===== src/sv/rnp_pkg.sv =====
// shared types, constants and digit decode for the radix number parser
package rnp_pkg;

   // character and result widths
   localparam int CHAR_W    = 8;
   localparam int VALUE_W   = 32;
   localparam int RADIX_W   = 2;
   localparam int DIGIT_W   = 4;
   localparam int RSP_W     = 40;
   localparam int POS_W     = 2;

   // default digit limit before the overflow flag
   localparam int MAX_DIGITS_DEF = 32;

   // characters with a special meaning
   localparam logic [CHAR_W-1:0] CHAR_ZERO  = 8'h30;
   localparam logic [CHAR_W-1:0] CHAR_NINE  = 8'h39;
   localparam logic [CHAR_W-1:0] CHAR_LA    = 8'h61;
   localparam logic [CHAR_W-1:0] CHAR_LF    = 8'h66;
   localparam logic [CHAR_W-1:0] CHAR_UA    = 8'h41;
   localparam logic [CHAR_W-1:0] CHAR_UF    = 8'h46;
   localparam logic [CHAR_W-1:0] CHAR_LX    = 8'h78;
   localparam logic [CHAR_W-1:0] CHAR_LH    = 8'h68;
   localparam logic [CHAR_W-1:0] CHAR_UH    = 8'h48;
   localparam logic [CHAR_W-1:0] CHAR_LO    = 8'h6f;
   localparam logic [CHAR_W-1:0] CHAR_UO    = 8'h4f;

   // radix codes as reported on the result
   typedef enum logic [RADIX_W-1:0] {
      RADIX_DEC = 2'd0,
      RADIX_HEX = 2'd1,
      RADIX_OCT = 2'd2
   } radix_type;

   // decoded character
   typedef struct packed {
      logic               is_digit;
      logic               is_letter;
      logic [DIGIT_W-1:0] value;
   } digit_type;

   // digit decode: 0-9, a-f, A-F
   function automatic digit_type decode_digit(input logic [CHAR_W-1:0] ch);
      digit_type d;
      logic [CHAR_W-1:0] diff;
      d = '0;
      diff = '0;
      if (ch >= CHAR_ZERO && ch <= CHAR_NINE) begin
         diff = ch - CHAR_ZERO;
         d.is_digit = 1'b1;
         d.value = diff[DIGIT_W-1:0];
      end else if (ch >= CHAR_LA && ch <= CHAR_LF) begin
         diff = ch - CHAR_LA + 8'd10;
         d.is_digit = 1'b1;
         d.is_letter = 1'b1;
         d.value = diff[DIGIT_W-1:0];
      end else if (ch >= CHAR_UA && ch <= CHAR_UF) begin
         diff = ch - CHAR_UA + 8'd10;
         d.is_digit = 1'b1;
         d.is_letter = 1'b1;
         d.value = diff[DIGIT_W-1:0];
      end
      return d;
   endfunction

endpackage


===== src/sv/radix_number_parser_top.sv =====
// top level of the radix number parser: character stream in, parsed number out
//
// Usage: one ASCII character per req beat on req_tdata, req_tlast marks the
// final character of a string. Digits 0-9/a-f/A-F are accumulated as hex,
// decimal and octal at once; a leading "0x", any letter digit or an 'h' end
// selects hex, an 'o' end selects octal, otherwise decimal. The first other
// character ends the number and later characters are ignored.
// One rsp beat leaves per string, caused by the beat with req_tlast set; it
// carries the value (mod 2^32), a valid flag, the radix and an overflow flag.
// Path: an accepted character is held in the input register and parsed from there;
// a final one into the result register. Throughput: one character per cycle while
// no final character waits, set by the single accumulator stage (value*10 + digit
// as one add tree) between input and result registers.
// Stall: while rsp is held off the result register keeps its beat; characters
// that give no result keep flowing, a final character waits in the input
// register with req_tready low until the result register frees.
// Reset: synchronous, clears all parse state and both valid flags.
module radix_number_parser_top
   import rnp_pkg::*;
#(
   parameter int MAX_DIGITS = MAX_DIGITS_DEF
) (
   input  logic             clock,
   input  logic             reset,
   // input characters
   input  logic             req_tvalid,
   output logic             req_tready,
   input  logic [CHAR_W-1:0] req_tdata,   // [7:0] ch
   input  logic             req_tlast,
   // parsed results
   output logic             rsp_tvalid,
   input  logic             rsp_tready,
   output logic [RSP_W-1:0] rsp_tdata     // [31:0] value, [32] valid_res, [34:33] radix,
                                          // [35] overflow, [39:36] zero
);

   localparam int CNT_W = $clog2(MAX_DIGITS + 1);
   localparam logic [CNT_W-1:0] CNT_MAX = CNT_W'(MAX_DIGITS);
   localparam logic [CNT_W-1:0] CNT_ONE = CNT_W'(1);

   // input register
   logic              in_vld_ff, in_vld_in;
   logic [CHAR_W-1:0] in_ch_ff;
   logic              in_last_ff;

   // parse state
   logic [VALUE_W-1:0] acc_hex_ff, acc_hex_in;
   logic [VALUE_W-1:0] acc_dec_ff, acc_dec_in;
   logic [VALUE_W-1:0] acc_oct_ff, acc_oct_in;
   radix_type          mode_ff, mode_in;
   logic [CNT_W-1:0]   cnt_ff, cnt_in;
   logic [POS_W-1:0]   pos_ff, pos_in;
   logic               ended_ff, ended_in;
   logic               many_ff, many_in;

   // result register
   logic               out_vld_ff, out_vld_in;
   logic [RSP_W-1:0]   out_data_ff;

   // step values
   digit_type          dig;
   logic               proc_go;
   logic               take_prefix;
   logic [VALUE_W-1:0] nx_hex, nx_dec, nx_oct;
   radix_type          nx_mode;
   logic [CNT_W-1:0]   nx_cnt;
   logic [POS_W-1:0]   nx_pos;
   logic               nx_ended, nx_many;
   logic               res_valid;
   logic [VALUE_W-1:0] res_value;

   // handshake: a final character needs a free result register
   assign proc_go    = in_vld_ff && (!in_last_ff || !out_vld_ff || rsp_tready);
   assign req_tready = !in_vld_ff || proc_go;
   assign in_vld_in  = (req_tvalid && req_tready) || (in_vld_ff && !proc_go);
   assign out_vld_in = (proc_go && in_last_ff) || (out_vld_ff && !rsp_tready);

   assign rsp_tvalid = out_vld_ff;
   assign rsp_tdata  = out_data_ff;

   // one character step
   always_comb begin
      dig         = decode_digit(in_ch_ff);
      take_prefix = (pos_ff == POS_W'(1)) && (in_ch_ff == CHAR_LX) &&
                    (cnt_ff == CNT_ONE) && (acc_hex_ff == '0);
      nx_hex   = acc_hex_ff;
      nx_dec   = acc_dec_ff;
      nx_oct   = acc_oct_ff;
      nx_mode  = mode_ff;
      nx_cnt   = cnt_ff;
      nx_ended = ended_ff;
      nx_many  = many_ff;
      nx_pos   = (pos_ff < POS_W'(2)) ? pos_ff + POS_W'(1) : pos_ff;
      if (ended_ff) begin
         nx_pos = pos_ff;
      end else if (take_prefix) begin
         nx_mode = RADIX_HEX;
         nx_cnt  = '0;
      end else if (dig.is_digit) begin
         nx_hex = {acc_hex_ff[VALUE_W-5:0], 4'd0} + VALUE_W'(dig.value);
         nx_dec = {acc_dec_ff[VALUE_W-4:0], 3'd0} + {acc_dec_ff[VALUE_W-2:0], 1'b0}
                  + VALUE_W'(dig.value);
         nx_oct = {acc_oct_ff[VALUE_W-4:0], 3'd0} + VALUE_W'(dig.value);
         if (dig.is_letter) begin
            nx_mode = RADIX_HEX;
         end
         if (cnt_ff >= CNT_MAX) begin
            nx_many = 1'b1;
         end else begin
            nx_cnt = cnt_ff + CNT_ONE;
         end
      end else begin
         if (in_ch_ff == CHAR_LH || in_ch_ff == CHAR_UH) begin
            nx_mode = RADIX_HEX;
         end else if (in_ch_ff == CHAR_LO || in_ch_ff == CHAR_UO) begin
            nx_mode = RADIX_OCT;
         end
         nx_ended = 1'b1;
      end
   end

   // result selection
   always_comb begin
      res_valid = (nx_cnt != '0);
      case (nx_mode)
         RADIX_HEX: res_value = nx_hex;
         RADIX_OCT: res_value = nx_oct;
         default:   res_value = nx_dec;
      endcase
      if (!res_valid) begin
         res_value = '0;
      end
   end

   // next parse state: back to reset values after a final character
   always_comb begin
      acc_hex_in = acc_hex_ff;
      acc_dec_in = acc_dec_ff;
      acc_oct_in = acc_oct_ff;
      mode_in    = mode_ff;
      cnt_in     = cnt_ff;
      pos_in     = pos_ff;
      ended_in   = ended_ff;
      many_in    = many_ff;
      if (proc_go) begin
         if (in_last_ff) begin
            acc_hex_in = '0;
            acc_dec_in = '0;
            acc_oct_in = '0;
            mode_in    = RADIX_DEC;
            cnt_in     = '0;
            pos_in     = '0;
            ended_in   = 1'b0;
            many_in    = 1'b0;
         end else begin
            acc_hex_in = nx_hex;
            acc_dec_in = nx_dec;
            acc_oct_in = nx_oct;
            mode_in    = nx_mode;
            cnt_in     = nx_cnt;
            pos_in     = nx_pos;
            ended_in   = nx_ended;
            many_in    = nx_many;
         end
      end
   end

   // control and parse state registers
   always_ff @(posedge clock) begin
      if (reset) begin
         in_vld_ff  <= 1'b0;
         out_vld_ff <= 1'b0;
         acc_hex_ff <= '0;
         acc_dec_ff <= '0;
         acc_oct_ff <= '0;
         mode_ff    <= RADIX_DEC;
         cnt_ff     <= '0;
         pos_ff     <= '0;
         ended_ff   <= 1'b0;
         many_ff    <= 1'b0;
      end else begin
         in_vld_ff  <= in_vld_in;
         out_vld_ff <= out_vld_in;
         acc_hex_ff <= acc_hex_in;
         acc_dec_ff <= acc_dec_in;
         acc_oct_ff <= acc_oct_in;
         mode_ff    <= mode_in;
         cnt_ff     <= cnt_in;
         pos_ff     <= pos_in;
         ended_ff   <= ended_in;
         many_ff    <= many_in;
      end
   end

   // payload registers
   always_ff @(posedge clock) begin
      if (req_tvalid && req_tready) begin
         in_ch_ff   <= req_tdata;
         in_last_ff <= req_tlast;
      end
      if (proc_go && in_last_ff) begin
         out_data_ff <= {4'd0, nx_many, nx_mode, res_valid, res_value};
      end
   end

`ifndef SYNTHESIS
   // digit count never passes its limit
   a_cnt_limit: assert property (@(posedge clock) disable iff (reset)
      cnt_ff <= CNT_MAX)
      else $error("digit count above limit");

   // a final character leaves clean parse state behind
   a_clear_after_last: assert property (@(posedge clock) disable iff (reset)
      proc_go && in_last_ff |=> cnt_ff == '0 && !ended_ff && !many_ff && pos_ff == '0)
      else $error("parse state not cleared after final character");

   // a result without digits carries a zero value and no overflow
   a_invalid_zero: assert property (@(posedge clock) disable iff (reset)
      out_vld_ff && !out_data_ff[32] |-> out_data_ff[31:0] == '0 && !out_data_ff[35])
      else $error("invalid result with nonzero value or overflow");

   // a held result is not overwritten by a new final character
   a_no_overrun: assert property (@(posedge clock) disable iff (reset)
      out_vld_ff && !rsp_tready |-> !(proc_go && in_last_ff))
      else $error("result register overrun");
`endif

endmodule

===== config.mk =====
export PLATFORM = sky130hd
export DESIGN_NAME = radix_number_parser_top
export DESIGN_NICKNAME = d
export VERILOG_FILES = /design/src/sv/rnp_pkg.sv /design/src/sv/radix_number_parser_top.sv
export SDC_FILE = /design/constraint.sdc
export NUM_CORES = 1
export LEC_CHECK = 0
export BUFFER_PORTS_ARGS = -buffer_cell sky130_fd_sc_hd__buf_2
export CAP_MARGIN = 20
export CORE_MARGIN = 10
export CORE_UTILIZATION = 38
export CTS_CLUSTER_SIZE = 25
export DETAILED_ROUTE_END_ITERATION = 12
export PLACE_DENSITY = 0.56
export REMOVE_ABC_BUFFERS = 1
export SYNTH_ARGS = -nofsm -noshare
export SYNTH_HDL_FRONTEND = slang
export SYNTH_SLANG_ARGS = --single-unit
export TNS_END_PERCENT = 5

===== constraint.sdc =====
create_clock -name clock -period 9.4 [get_ports clock]
set_clock_uncertainty 0.15 [all_clocks]
set_input_delay 0.94 -clock clock [delete_from_list [all_inputs] [get_ports clock]]
set_output_delay 0.94 -clock clock [all_outputs]
set_load 0.02 [all_outputs]

==> metrics.md, run 1 <==
| Metric | Value |
|---|---|
| Slew @ Worst Pin | between 0.9 and 1 ns |
| Fin. max-slew vios | 0 |
| DR pass1 iterations | 5 |
| GRT Util Overall | 17.7% |
| Max-Cap Viols | 0 |
| Outcome | complete, no violations |
| Clock root cell | clkbuf_16 |
| Initial Util | approximately two fifths |
| Setup Fix Bufs, Post-CTS | 0 |
| GP Congestion | between 0.8 and 0.9 |
| Netlist cell types | 69 |
| Clock Latency Late Sink | roughly 0.43 ns |
| Setup WS pre-CTS | around 3.6 ns |
| Crit Path Class | register to register |
| Avg Cell Area, Syn | between 8 and 9 um2 |
| Reg clk slew, reported paths | ~0.070 ns |
| Seq. cell area | about 3600 um2 |
| Post-Layout Cell Count | ~1500 |
| Tmin final | ~5.6 ns |
| Syn-to-layout area delta | 11.8% |
| Aggregate routed wire length | approximately 29000 um |
| Fin. Hold Viols | 0 |
| Area occupied by multi-input gates | between 5000 and 6000 um2 |
| Avg WL per Cell | approximately 19 um |
| Post-route ant nets | 0 |
| DRC viols | 0 |
| Fmax | 179 MHz |
| Hold Path Depth | 2 |
| Post_cts resized | 0 |
| Vias per cell | around 5.8 |
| #FFs+latches synth | 155 |
| Antenna Cells | 0 |
| Worst VDD drop | around 0.095 mV |
| CP arrival | roughly 5.6 ns |
| Worst-path fanout max | 7 |
| Pleak | approximately 4.4 nW |
| TritonCTS Buffers | 17 |
| Hold WC Path Type | register to register |
| Detailed-route via count | slightly below 9000 |
| Final Power | between 1.5 and 2 mW |
| Number of H-tree levels | 4 |
| CTS tree | built |
| Initial DRC count | around 630 |
| Unrepaired setup endpoints after global routing | false |
| Sequential fraction of the synthesis area | 36.4% |
| Num ports | 55 |
| Die width | 180 um |
| CP startpoint kind | register |
| Setup-failing EPs final | 0 |
| Detailed placement HPWL | about 19000 um |
| Core ar. | around 25000 um2 |
| Largest net degree at the start of global routing | 94 |
| Die Ht | ~180 um |
| CTS max path bufs | 2 |
| Type of element capturing the critical path | register |
| Post-synth ARST share | 0% |
| I/O Buffers | 50 |
| Top_reg_cell synth | dfxtp_1 |
| Cell count after synthesis | 1182 |
| First-pass GRT wire length | roughly 48000 um |
| Fillers | roughly 2600 |
| Die area | 32500 um2 |
| Clock sink count | approximately 160 |
| Fin worst setup slack | 3.83 ns |
| EDFF count, synth | 45 |
| Rel. slew slack | between 30% and 40% |
| Fin crit share | approximately 59% |
| Critical path required time | between 9 and 10 ns |
| Hold buffer count at cts | 0 |
| Fin nets | roughly 1300 |
| Gr ovfl total | 0 |
| Vias in the first global route | 8596 |
| Sum Neg Setup Slack | 0 ns |
| Syn. warnings | 0 |
| Syn Std Cell Area | 9770 um2 |
| Dpl cells | 1493 |
| Total power divided by cell area | 143 nW/um2 |
| Antenna violations before repair | 0 |
| Core Rows | slightly below 60 |
| Share of cells above drive strength 1 | roughly 10% |
| Reg2Reg Depth | 15 |
## path summary, 6_finish.rpt
kind                          to  slack [ns]      startpoint
hold / removal    acc_dec_ff[31]        0.34  acc_dec_ff[31]
hold reg to reg   acc_dec_ff[31]        0.34  acc_dec_ff[31]
setup reg to reg   rsp_tdata[30]        3.83     in_ch_ff[3]
setup / recovery   rsp_tdata[30]        3.83     in_ch_ff[3]
## cell families after synthesis
kind of cell | after synthesis | share of synthesized area, %
AO/OA/AOI/OAI | 324 | 22.5
XOR/XNOR | 52 | 4.66
buffers and inverters | 106 | 4.36
AND/OR/NAND/NOR | 456 | 21.1
other | 1 | 0.0384
adder cells (fa/ha/maj) | 72 | 9.37
flip-flops | 155 | 36.4
multiplexers | 16 | 1.70
## power by group
group | internal, mW | total, mW | switching (mW)
combinational | 0.0213 | 0.0935 | 0.0722
clock | 0.456 | 0.775 | 0.318
sequential | 0.692 | 0.698 | 0.00589
total | 1.17 | 1.57 | 0.397
## state kept, by name, summed over array words and instances (netlist names)
signal	cells
in_vld_ff	1
acc_hex_ff	32
rsp_tdata	36
in_ch_ff	8
cnt_ff	6
acc_dec_ff	32
acc_oct_ff	32
many_ff	1
pos_ff	2
ended_ff	1
rsp_tvalid	1
mode_ff	2
in_last_ff	1
## stage by stage
step           hold WS, ns  cell area (um2)  utilization (%)
6_report             0.341            10900             43.3
5_1_grt              0.369            10900             43.3
4_1_cts              0.344            10900             43.1
3_5_place_dp         0.335            10200             40.6
3_3_place_gp         0.334            10200             40.6
2_1_floorplan        0.294             9440                -
## cells in the final DEF, fill, tap and decap left out, types with 30 or more instances in the layout
master,n
nand3_1,30
a22oi_1,70
ha_1,69
edfxtp_1,45
o21ai_0,53
a21oi_1,74
nand2_1,170
xor2_1,32
buf_2,49
nor2_1,152
dfxtp_1,110
## synth_stat cells, types with 25 or more instances
cell | n | share of area, %
nand2_1 | 170 | 6.5
nor2_1 | 155 | 6.0
dfxtp_1 | 110 | 23
a21oi_1 | 74 | 3.8
a22oi_1 | 70 | 5.4
ha_1 | 70 | 9.0
clkbuf_1 | 65 | 2.5
o21ai_0 | 53 | 2.7
edfxtp_1 | 45 | 14
xor2_1 | 32 | 2.9
nand3_1 | 31 | 1.6
a221oi_1 | 25 | 2.2
## metal layers
layer  wire [um]  global-route usage [%]
met4         719                    6.27
met1       13600                    23.8
met3        1480                    3.07
met2       13300                    27.9
met5           0                       0
## area by class of cell
| class | count | share of cell area [%] |
|---|---|---|
| clock buffers | 17 | 3.89 |
| well taps | 330 | 3.78 |
| repair buffers | 64 | 3.43 |
| flip-flops and latches | 155 | 32.5 |
| inverters | 22 | 0.756 |
| clock inverters | 15 | 2.08 |
| multi-input cells | 924 | 53.5 |
## worst max-delay path, cell delays in order (launching register included)
cell and delay [ns]:
edfxtp_1 0.50, or3b_1 0.43, o32ai_2 0.49, nand2_1 0.32, a21oi_1 0.40, ha_1 0.31
ha_1 0.23, fa_1 0.43, a211oi_1 0.30, o211a_1 0.25, o21ai_1 0.19, o211ai_1 0.32
a41o_1 0.28, o21ai_0 0.19, xnor2_1 0.16, a2111oi_0 0.39
No activity file was read; power rests on OpenSTA's default activity.
==> run 2, diff against run 1 <==
--- a/config.mk
+++ b/config.mk
@@ -5,13 +5,14 @@
 export SDC_FILE = /design/constraint.sdc
 export NUM_CORES = 1
 export LEC_CHECK = 0
+export ABC_AREA = 1
 export BUFFER_PORTS_ARGS = -buffer_cell sky130_fd_sc_hd__buf_2
 export CAP_MARGIN = 20
 export CORE_MARGIN = 10
 export CORE_UTILIZATION = 38
 export CTS_CLUSTER_SIZE = 25
 export DETAILED_ROUTE_END_ITERATION = 12
-export PLACE_DENSITY = 0.56
+export PLACE_DENSITY = 0.58
 export REMOVE_ABC_BUFFERS = 1
 export SYNTH_ARGS = -nofsm -noshare
 export SYNTH_HDL_FRONTEND = slang
==> constraint.sdc (replaced) <==
create_clock -name clock -period 5.1 [get_ports clock]
set_clock_uncertainty 0.15 [all_clocks]
set_input_delay 0.51 -clock clock [delete_from_list [all_inputs] [get_ports clock]]
set_output_delay 0.51 -clock clock [all_outputs]
set_load 0.02 [all_outputs]
==> run 2 against run 1 <==
Synthesized cell count up 57%. Setup slack worse by 3.0 ns. Count of clock-buffer cells in the layout up 2. Die area up 16%. Critical path depth up 7.
==> metrics.md, run 2 <==
| Metric | Value |
|---|---|
| Fin. max-slew vios | 0 (unchanged) |
| Max reg flops | 36 (unchanged) |
| Area leader, netlist | nand2_1 |
| Initial Util | 38.7% (about the same) |
| Setup Fix Bufs, Post-CTS | 0 (unchanged) |
| Largest family of logic cells by synthesized area | simple AND/OR/NAND/NOR gates |
| Syn. warnings | 0 (unchanged) |
| Aggregate routed wire length | 35800 um (+23%) |
| CTS tree | built |
| CP arrival | 4.22 ns (-1.41 ns) |
| Fin nets | 1944 (+53%) |
| Die area | 37800 um2 (+16%) |
| I/O Buffers | 50 (unchanged) |
| Cell count after synthesis | 1852 (+57%) |
| Pleak | 5.65 nW (+27%) |
| Fin. Hold Viols | 0 (unchanged) |
| #FFs+latches synth | 155 (unchanged) |
| Synth Area in XOR/XNOR | 1.89% (-2.8 points) |
| Top-count cell post-synth | nand2_1 |
| Post-route cell area | 12700 um2 (+16%) |
| Detailed-route via count | 11500 (+30%) |
| DR pass1 iterations | 5 (unchanged) |
| GRT Util Overall | 18.6% (+0.86 points) |
| Fin worst setup slack | 0.878 ns (-2.95 ns) |
| Sequential fraction of the synthesis area | 30.7% (-5.6 points) |
| TritonCTS Buffers | 17 (unchanged) |
| Reg clk slew, reported paths | 0.06 ns (about the same) |
| Most common cell after layout, fill and taps aside | nand2_1 |
| Critical path required time | 5.09 ns (-4.37 ns) |
| Most instantiated cells after synthesis | 730 x nand2_1, 213 x inv_1, 157 x nand3_1 |
| Vias in the first global route | 10800 (+26%) |
| Top_reg_cell synth | dfxtp_1 |
| Detailed placement HPWL | 26200 um (+35%) |
| Avg Cell Area, Syn | 6.25 um2 (-24%) |
| Unrepaired setup endpoints after global routing | false |
| Total power divided by cell area | 230 nW/um2 (+61%) |
| Mux cell area share after synthesis | 0% (-1.7 points) |
| Vias per cell | 5.08 (-12%) |
| Worst VDD drop | 0.199 mV (+110%) |
| Core ar. | 29900 um2 (+18%) |
| Largest net degree at the start of global routing | 101 (+7.4%) |
| GP Congestion | 0.913 (+6.1%) |
| Tmin final | 4.22 ns (-1.35 ns) |
| Hold WC Path Type | input port to register |
| Adder-Cell Fraction of Synth Area | 7.92% (-1.5 points) |
| Clock root cell | clkbuf_16 |
| Post_cts resized | 0 (unchanged) |
| Complex-gate fraction of the synthesized area | 11.1% (-11 points) |
| Num ports | 55 (unchanged) |
| Layout Utilization | 42.4% (-0.86 points) |
| Syn-to-layout area delta | 9.54% |
| Netlist cell types | 40 (-42%) |
| EDFF count, synth | 45 (unchanged) |
| Clock Latency Late Sink | 0.44 ns (about the same) |
| Type of element capturing the critical path | register |
| Setup WS pre-CTS | 0.913 ns (-2.69 ns) |
| Placed cell areas | 12100 um2 (+18%) |
| Hold buffer count at cts | 0 (unchanged) |
| Number of H-tree levels | 4 (unchanged) |
| Main area contributors after synthesis | nand2_1 24%, dfxtp_1 19%, edfxtp_1 12%, ha_1 7.6%, inv_1 6.9% |
| Slew @ Worst Pin | 1.04 ns (+0.0745 ns) |
| Yosys top cell area share | 23.7% (+1.2 points) |
| Setup-failing EPs final | 0 (unchanged) |
| Crit Path Class | register to register |
| Antenna Cells | 0 (unchanged) |
| Share of cells above drive strength 1 | 6.94% (-3.2 points) |
| CTS max path bufs | 2 (unchanged) |
| CP startpoint kind | register |
| Worst-path fanout max | 9 (+2) |
| Clock sink count | 155 (unchanged) |
| Most frequent cells in the layout | 729 x nand2_1, 212 x inv_1, 157 x nand3_1 |
| Avg WL per Cell | 15.8 um (-17%) |
| Sum Neg Setup Slack | 0 ns (unchanged) |
| DRC viols | 0 (unchanged) |
| First-pass GRT wire length | 57700 um (+22%) |
| Die Ht | 194 um (+7.8%) |
| Fmax | 237 MHz (+32%) |
| Initial DRC count | 897 (+43%) |
| Max-Cap Viols | 0 (unchanged) |
| Gr ovfl total | 0 (unchanged) |
| Final hold slack | 0.0943 ns (-0.247 ns) |
| Rel. slew slack | 30.5% (-5.1 points) |
| Core Rows | 63 (+8.6%) |
| Outcome | complete, no violations |
| Syn Std Cell Area | 11600 um2 (+18%) |
| Post-synth ARST share | 0% (unchanged) |
| Antenna violations before repair | 0 (unchanged) |
| Synth Area in Simple Gates | 38.1% (+17 points) |
| Fin crit share | 82.8% (+24 points) |
| Post-route ant nets | 0 (unchanged) |
| Die width | 194 um (+7.8%) |
run 2: changes by cell type after synthesis, sizes merged, moves of 21 or more:
cell	change
inv	+195
a21oi	+70
a22oi	-70
nor2	-30
nand2	+561
a221oi	-25
nand3	+129
clkbuf	-21
run 2: worst paths after layout:
kind	start	endpoint	slack, ns	depth (start not counted)
worst min register to register	acc_dec_ff[31]	acc_dec_ff[31]	0.31	2
worst max register to register	in_ch_ff[0]	rsp_tdata[30]	0.88	22
worst max-delay path	in_ch_ff[0]	rsp_tdata[30]	0.88	22
worst min-delay path	req_tlast	in_last_ff	0.09	1
run 2: final cells by class:
type,count,area (um2)
fill,3202,17200
multi-input combinational,1405,6850
sequential,155,3550
inverter,219,822
tap,390,488
clock buffer,19,443
timing repair buffer,61,360
clock inverter,13,150
run 2: critical path, cell delays in order, from the launching register on:
cell and delay (ns):
edfxtp_1 0.43, inv_1 0.14, ha_1 0.19, inv_1 0.05, nand3_1 0.10, nand3_2 0.10
nor2_4 0.18, nand2_4 0.13, inv_2 0.09, o21ai_0 0.10, inv_1 0.16, fa_1 0.49
fa_1 0.52, nand3_1 0.12, nand3_1 0.18, nand3_1 0.15, nand3_1 0.11, nand2_1 0.15
nand3_1 0.09, nand2_1 0.08, nand2_1 0.06, nand3_1 0.09, a21oi_1 0.07
run 2: per-layer routing:
| layer | up-vias | GRT usage, % | wire length, um |
|---|---|---|---|
| li1 | 5907 | - | - |
| met3 | 53 | 2.60 | 1560 |
| met5 | - | 0 | 0 |
| met2 | 268 | 31.4 | 17000 |
| met4 | 0 | 6.08 | 963 |
| met1 | 5265 | 23.7 | 16300 |
run 2: logic make-up (layout without fill, tap and decap cells):
group / after synthesis / in the layout
flip-flops: 155 / 155
AO/OA/AOI/OAI: 233 / 233
XOR/XNOR: 25 / 25
other: 1 / 4
buffers and inverters: 295 / 312
adder cells (fa/ha/maj): 72 / 72
AND/OR/NAND/NOR: 1071 / 1071
run 2: power by group:
part | internal (mW) | leakage [nW] | switching, mW | total [mW]
clock | 0.777 | 0.284 | 0.549 | 1.33
sequential | 1.28 | 1.33 | 0.0142 | 1.30
combinational | 0.0672 | 4.04 | 0.224 | 0.291
total | 2.13 | 5.65 | 0.787 | 2.92
run 2: stage by stage:
step | power (mW) | cells
6_report | 2.92 | 2262
3_3_place_gp | 1.61 | 2230
3_5_place_dp | 1.62 | 2230
2_1_floorplan | 1.50 | 1779
4_1_cts | 2.94 | 2262
5_1_grt | 3.02 | 2262
==> run 3, diff against run 2 <==
--- a/config.mk
+++ b/config.mk
@@ -5,7 +5,7 @@
 export SDC_FILE = /design/constraint.sdc
 export NUM_CORES = 1
 export LEC_CHECK = 0
-export ABC_AREA = 1
+export ABC_AREA = 0
 export BUFFER_PORTS_ARGS = -buffer_cell sky130_fd_sc_hd__buf_2
 export CAP_MARGIN = 20
 export CORE_MARGIN = 10
==> constraint.sdc (replaced) <==
create_clock -name clock -period 3.7 [get_ports clock]
set_clock_uncertainty 0.15 [all_clocks]
set_input_delay 0.37 -clock clock [delete_from_list [all_inputs] [get_ports clock]]
set_output_delay 0.37 -clock clock [all_outputs]
set_load 0.02 [all_outputs]
==> run 3 against run 2 <==
The run now ends with negative setup slack left. Fmax decreased by 7.8%. Cell count decreased by 25%. Register-to-register slack got worse by 1.8 ns. Sequential share of layout area decreased by 0.36 points. Die area decreased by 14%. Combinational power increased by 18%. Via count decreased by 17%. Setup slack got worse by 1.8 ns. Cell area increased by 1.3%. Core utilization increased by 8.4 points.
==> metrics.md, run 3 (synthesized netlist as in run 1, its figures left out) <==
| Metric | Value |
|---|---|
| Outcome | finished with violations |
| Failing checks | negative setup slack |
| CTS tree | built |
| Reg2reg end | rsp_tdata[30] |
| Antenna Cells | 0 (unchanged) |
| Setup-failing EPs final | 54 (+54) |
| Most frequent cells in the layout | 166 x nand2_1, 156 x buf_4, 149 x nor2_1 |
| GRT Util Overall | 18.7% (+0.12 points) |
| Share of cells above drive strength 1 | 27.2% (+20 points) |
| DRC viols | 0 (unchanged) |
| Type of element capturing the critical path | register |
| Most Frequent Cell on Critical Path | ha_4 |
| Max-Cap Viols | 0 (unchanged) |
| Max incr delay on CP | 0.46 ns (-0.06 ns) |
| Final hold slack | 0.0276 ns (-0.0668 ns) |
| CTS max path bufs | 2 (unchanged) |
| Avg WL per Cell | 18.6 um (+17%) |
| CP startpoint kind | register |
| Reg clk slew, reported paths | 0.08 ns (+0.02 ns) |
| Fmax | 218 MHz (-7.8%) |
| Cell family with most CP delay | compound AO/OA/AOI/OAI gates |
| Hold WC Path Type | input port to register |
| Num ports | 55 (unchanged) |
| Clock power share | 45.4% (about the same) |
| Antenna violations before repair | 0 (unchanged) |
| Fin. Hold Viols | 0 (unchanged) |
| Detailed placement HPWL | 21300 um (-19%) |
| Bufs and invs on worst path | 2 (-2) |
| Worst r2r src | in_ch_ff[0] |
| Initial Util | 38.7% (about the same) |
| Number of cells on the critical path | 18 (-18%) |
| Hold_sp | req_tvalid |
| Setup WS pre-CTS | -1.59 ns (-2.51 ns) |
| Slew @ Worst Pin | 0.885 ns (-0.155 ns) |
| Reg2Reg Depth | 18 (-18%) |
| Number of H-tree levels | 4 (unchanged) |
| Syn-to-layout area delta | 31.3% |
| Max reg flops | 36 (unchanged) |
| CP arrival | 4.67 ns (+0.45 ns) |
| Aggregate routed wire length | 31300 um (-13%) |
| Sw power | 1.08 mW (+38%) |
| Fin crit share | 124% (+41 points) |
| Fillers | 2361 (-26%) |
| Vias in the first global route | 9401 (-13%) |
| DR pass1 iterations | 5 (unchanged) |
| Reg2reg setup slack | -0.88 ns (-1.76 ns) |
| GP Congestion | 0.898 (-1.7%) |
| Final Power | 3.87 mW (+33%) |
| I/O Buffers | 50 (unchanged) |
| Crit Path Class | register to register |
| Clock Latency Late Sink | 0.44 ns (about the same) |
| Fin nets | 1429 (-26%) |
| Clock sink count | 155 (unchanged) |
| Worst setup startpoint | in_ch_ff[0] |
| Switching portion of total power | 28.0% (+1.0 points) |
| Rel. slew slack | 40.7% (+10 points) |
| Die area | 32500 um2 (-14%) |
| Fin. max-slew vios | 0 (unchanged) |
| Initial DRC count | 794 (-11%) |
| Combinational power share | 8.9% (-1.1 points) |
| Placed cell areas | 11300 um2 (-6.1%) |
| Unrepaired setup endpoints after global routing | true |
| Core Rows | 58 (-7.9%) |
| Die Ht | 180 um (-7.2%) |
| First-pass GRT wire length | 50700 um (-12%) |
| Worst-path fanout max | 5 (-4) |
| Cells along the critical path | ha_4 -> o21bai_4 -> a2111oi_4 -> buf_4 -> or3_4 -> a21oi_4 -> ha_4 -> ha_4 -> fa_2 -> a211oi_2 -> o211a_1 -> o21ai_4 -> o211ai_1 -> a41o_1 -> buf_4 -> o21ai_2 -> xnor2_1 -> a2111oi_2 |
| Int Pwr | 2.79 mW (+31%) |
| Post-route cell area | 12800 um2 (+1.3%) |
| Critical path required time | 3.79 ns (-1.30 ns) |
| Core ar. | 25300 um2 (-15%) |
| Largest net degree at the start of global routing | 76 (-25%) |
| Tmin final | 4.58 ns (+0.356 ns) |
| Seq pwr share | 45.7% (+1.2 points) |
| Most common cell after layout, fill and taps aside | nand2_1 |
| Setup crit end | rsp_tdata[30] |
| TritonCTS Buffers | 17 (unchanged) |
| Die width | 180 um (-7.2%) |
| Total power divided by cell area | 301 nW/um2 (+31%) |
| Pleak | 5.30 nW (-6.1%) |
| Post-route ant nets | 0 (unchanged) |
| Clock root cell | clkbuf_16 |
| Fin worst setup slack | -0.877 ns (-1.76 ns) |
| Detailed-route via count | 9545 (-17%) |
| Gr ovfl total | 0 (unchanged) |
| Slowest-stage cell, CP | edfxtp_1 |
| Vias per cell | 5.66 (+11%) |
| Worst VDD drop | 0.301 mV (+51%) |
run 3: cell count changes in the layout (fill, tap and decap cells not counted), sizes merged, moves of 18 or more:
cell,change
nand3,-129
a21oi,-70
inv,-187
nand2,-561
buf,+154
a22oi,+70
o211ai,-18
a221oi,+25
nor2,+30
run 3: how the worst min path moves through the flow:
| stage | endpoint | cells after the start |
|---|---|---|
| global route | in_vld_ff | 3 |
| finish | in_vld_ff | 3 |
| detailed placement | pos_ff[1] | 2 |
| CTS | in_vld_ff | 3 |
| floorplan | acc_dec_ff[0] | 1 |
| global placement | pos_ff[1] | 2 |
run 3: layout make-up:
type                            instances  area [um2]  share of cell area, %
Timing Repair Buffer                  224        1710                   13.4
Clock buffer                           17         425                   3.31
Multi-Input combinational cell        924        6490                   50.6
Clock inverter                         15         154                   1.20
Inverter                               22        82.6                  0.643
Tap cell                              330         413                   3.22
Sequential cell                       155        3550                   27.7
run 3: worst register-to-register path, cell delays in order (launching register included):
cell,delay [ns]
edfxtp_1,0.46
ha_4,0.21
o21bai_4,0.17
a2111oi_4,0.10
buf_4,0.17
or3_4,0.37
a21oi_4,0.18
ha_4,0.23
ha_4,0.16
fa_2,0.38
a211oi_2,0.22
o211a_1,0.23
o21ai_4,0.08
o211ai_1,0.28
a41o_1,0.32
buf_4,0.16
o21ai_2,0.06
xnor2_1,0.15
a2111oi_2,0.29
run 3: repair_timing:
item                                    4_1_cts  5_1_grt
gates resized for setup                      56       88
setup buffers                                14        9
pin swaps                                    45       29
hold buffers                                  9        0
endpoints found under the setup margin       78       81
hold endpoints to repair                      9        0
run 3: power by group through the flow:
stage	registers, mW	logic [mW]	clock network [mW]
after floorplan	1.82	0.115	0
after global placement	1.81	0.294	0
after detailed placement	1.81	0.294	0
after CTS	1.77	0.313	1.78
after global routing	1.77	0.367	1.85
final	1.77	0.343	1.76
run 3: stage by stage:
stage | setup TNS, ns | std cells | utilization [%]
2_1_floorplan | -191.04 | 1101 | -
3_3_place_gp | -50.40 | 1627 | 44.9
3_5_place_dp | -53.91 | 1627 | 44.9
4_1_cts | -28.21 | 1678 | 48.8
5_1_grt | -36.96 | 1687 | 50.8
6_report | -24.33 | 1687 | 50.8
run 3: per-layer routing:
layer | global-route usage [%] | part of all wire [%] | up-vias
met2 | 30.5 | 48 | 267
met5 | 0 | 0 | -
li1 | - | - | 4664
met3 | 2.91 | 4.9 | 31
met4 | 5.41 | 1.6 | 0
met1 | 24.9 | 46 | 4583
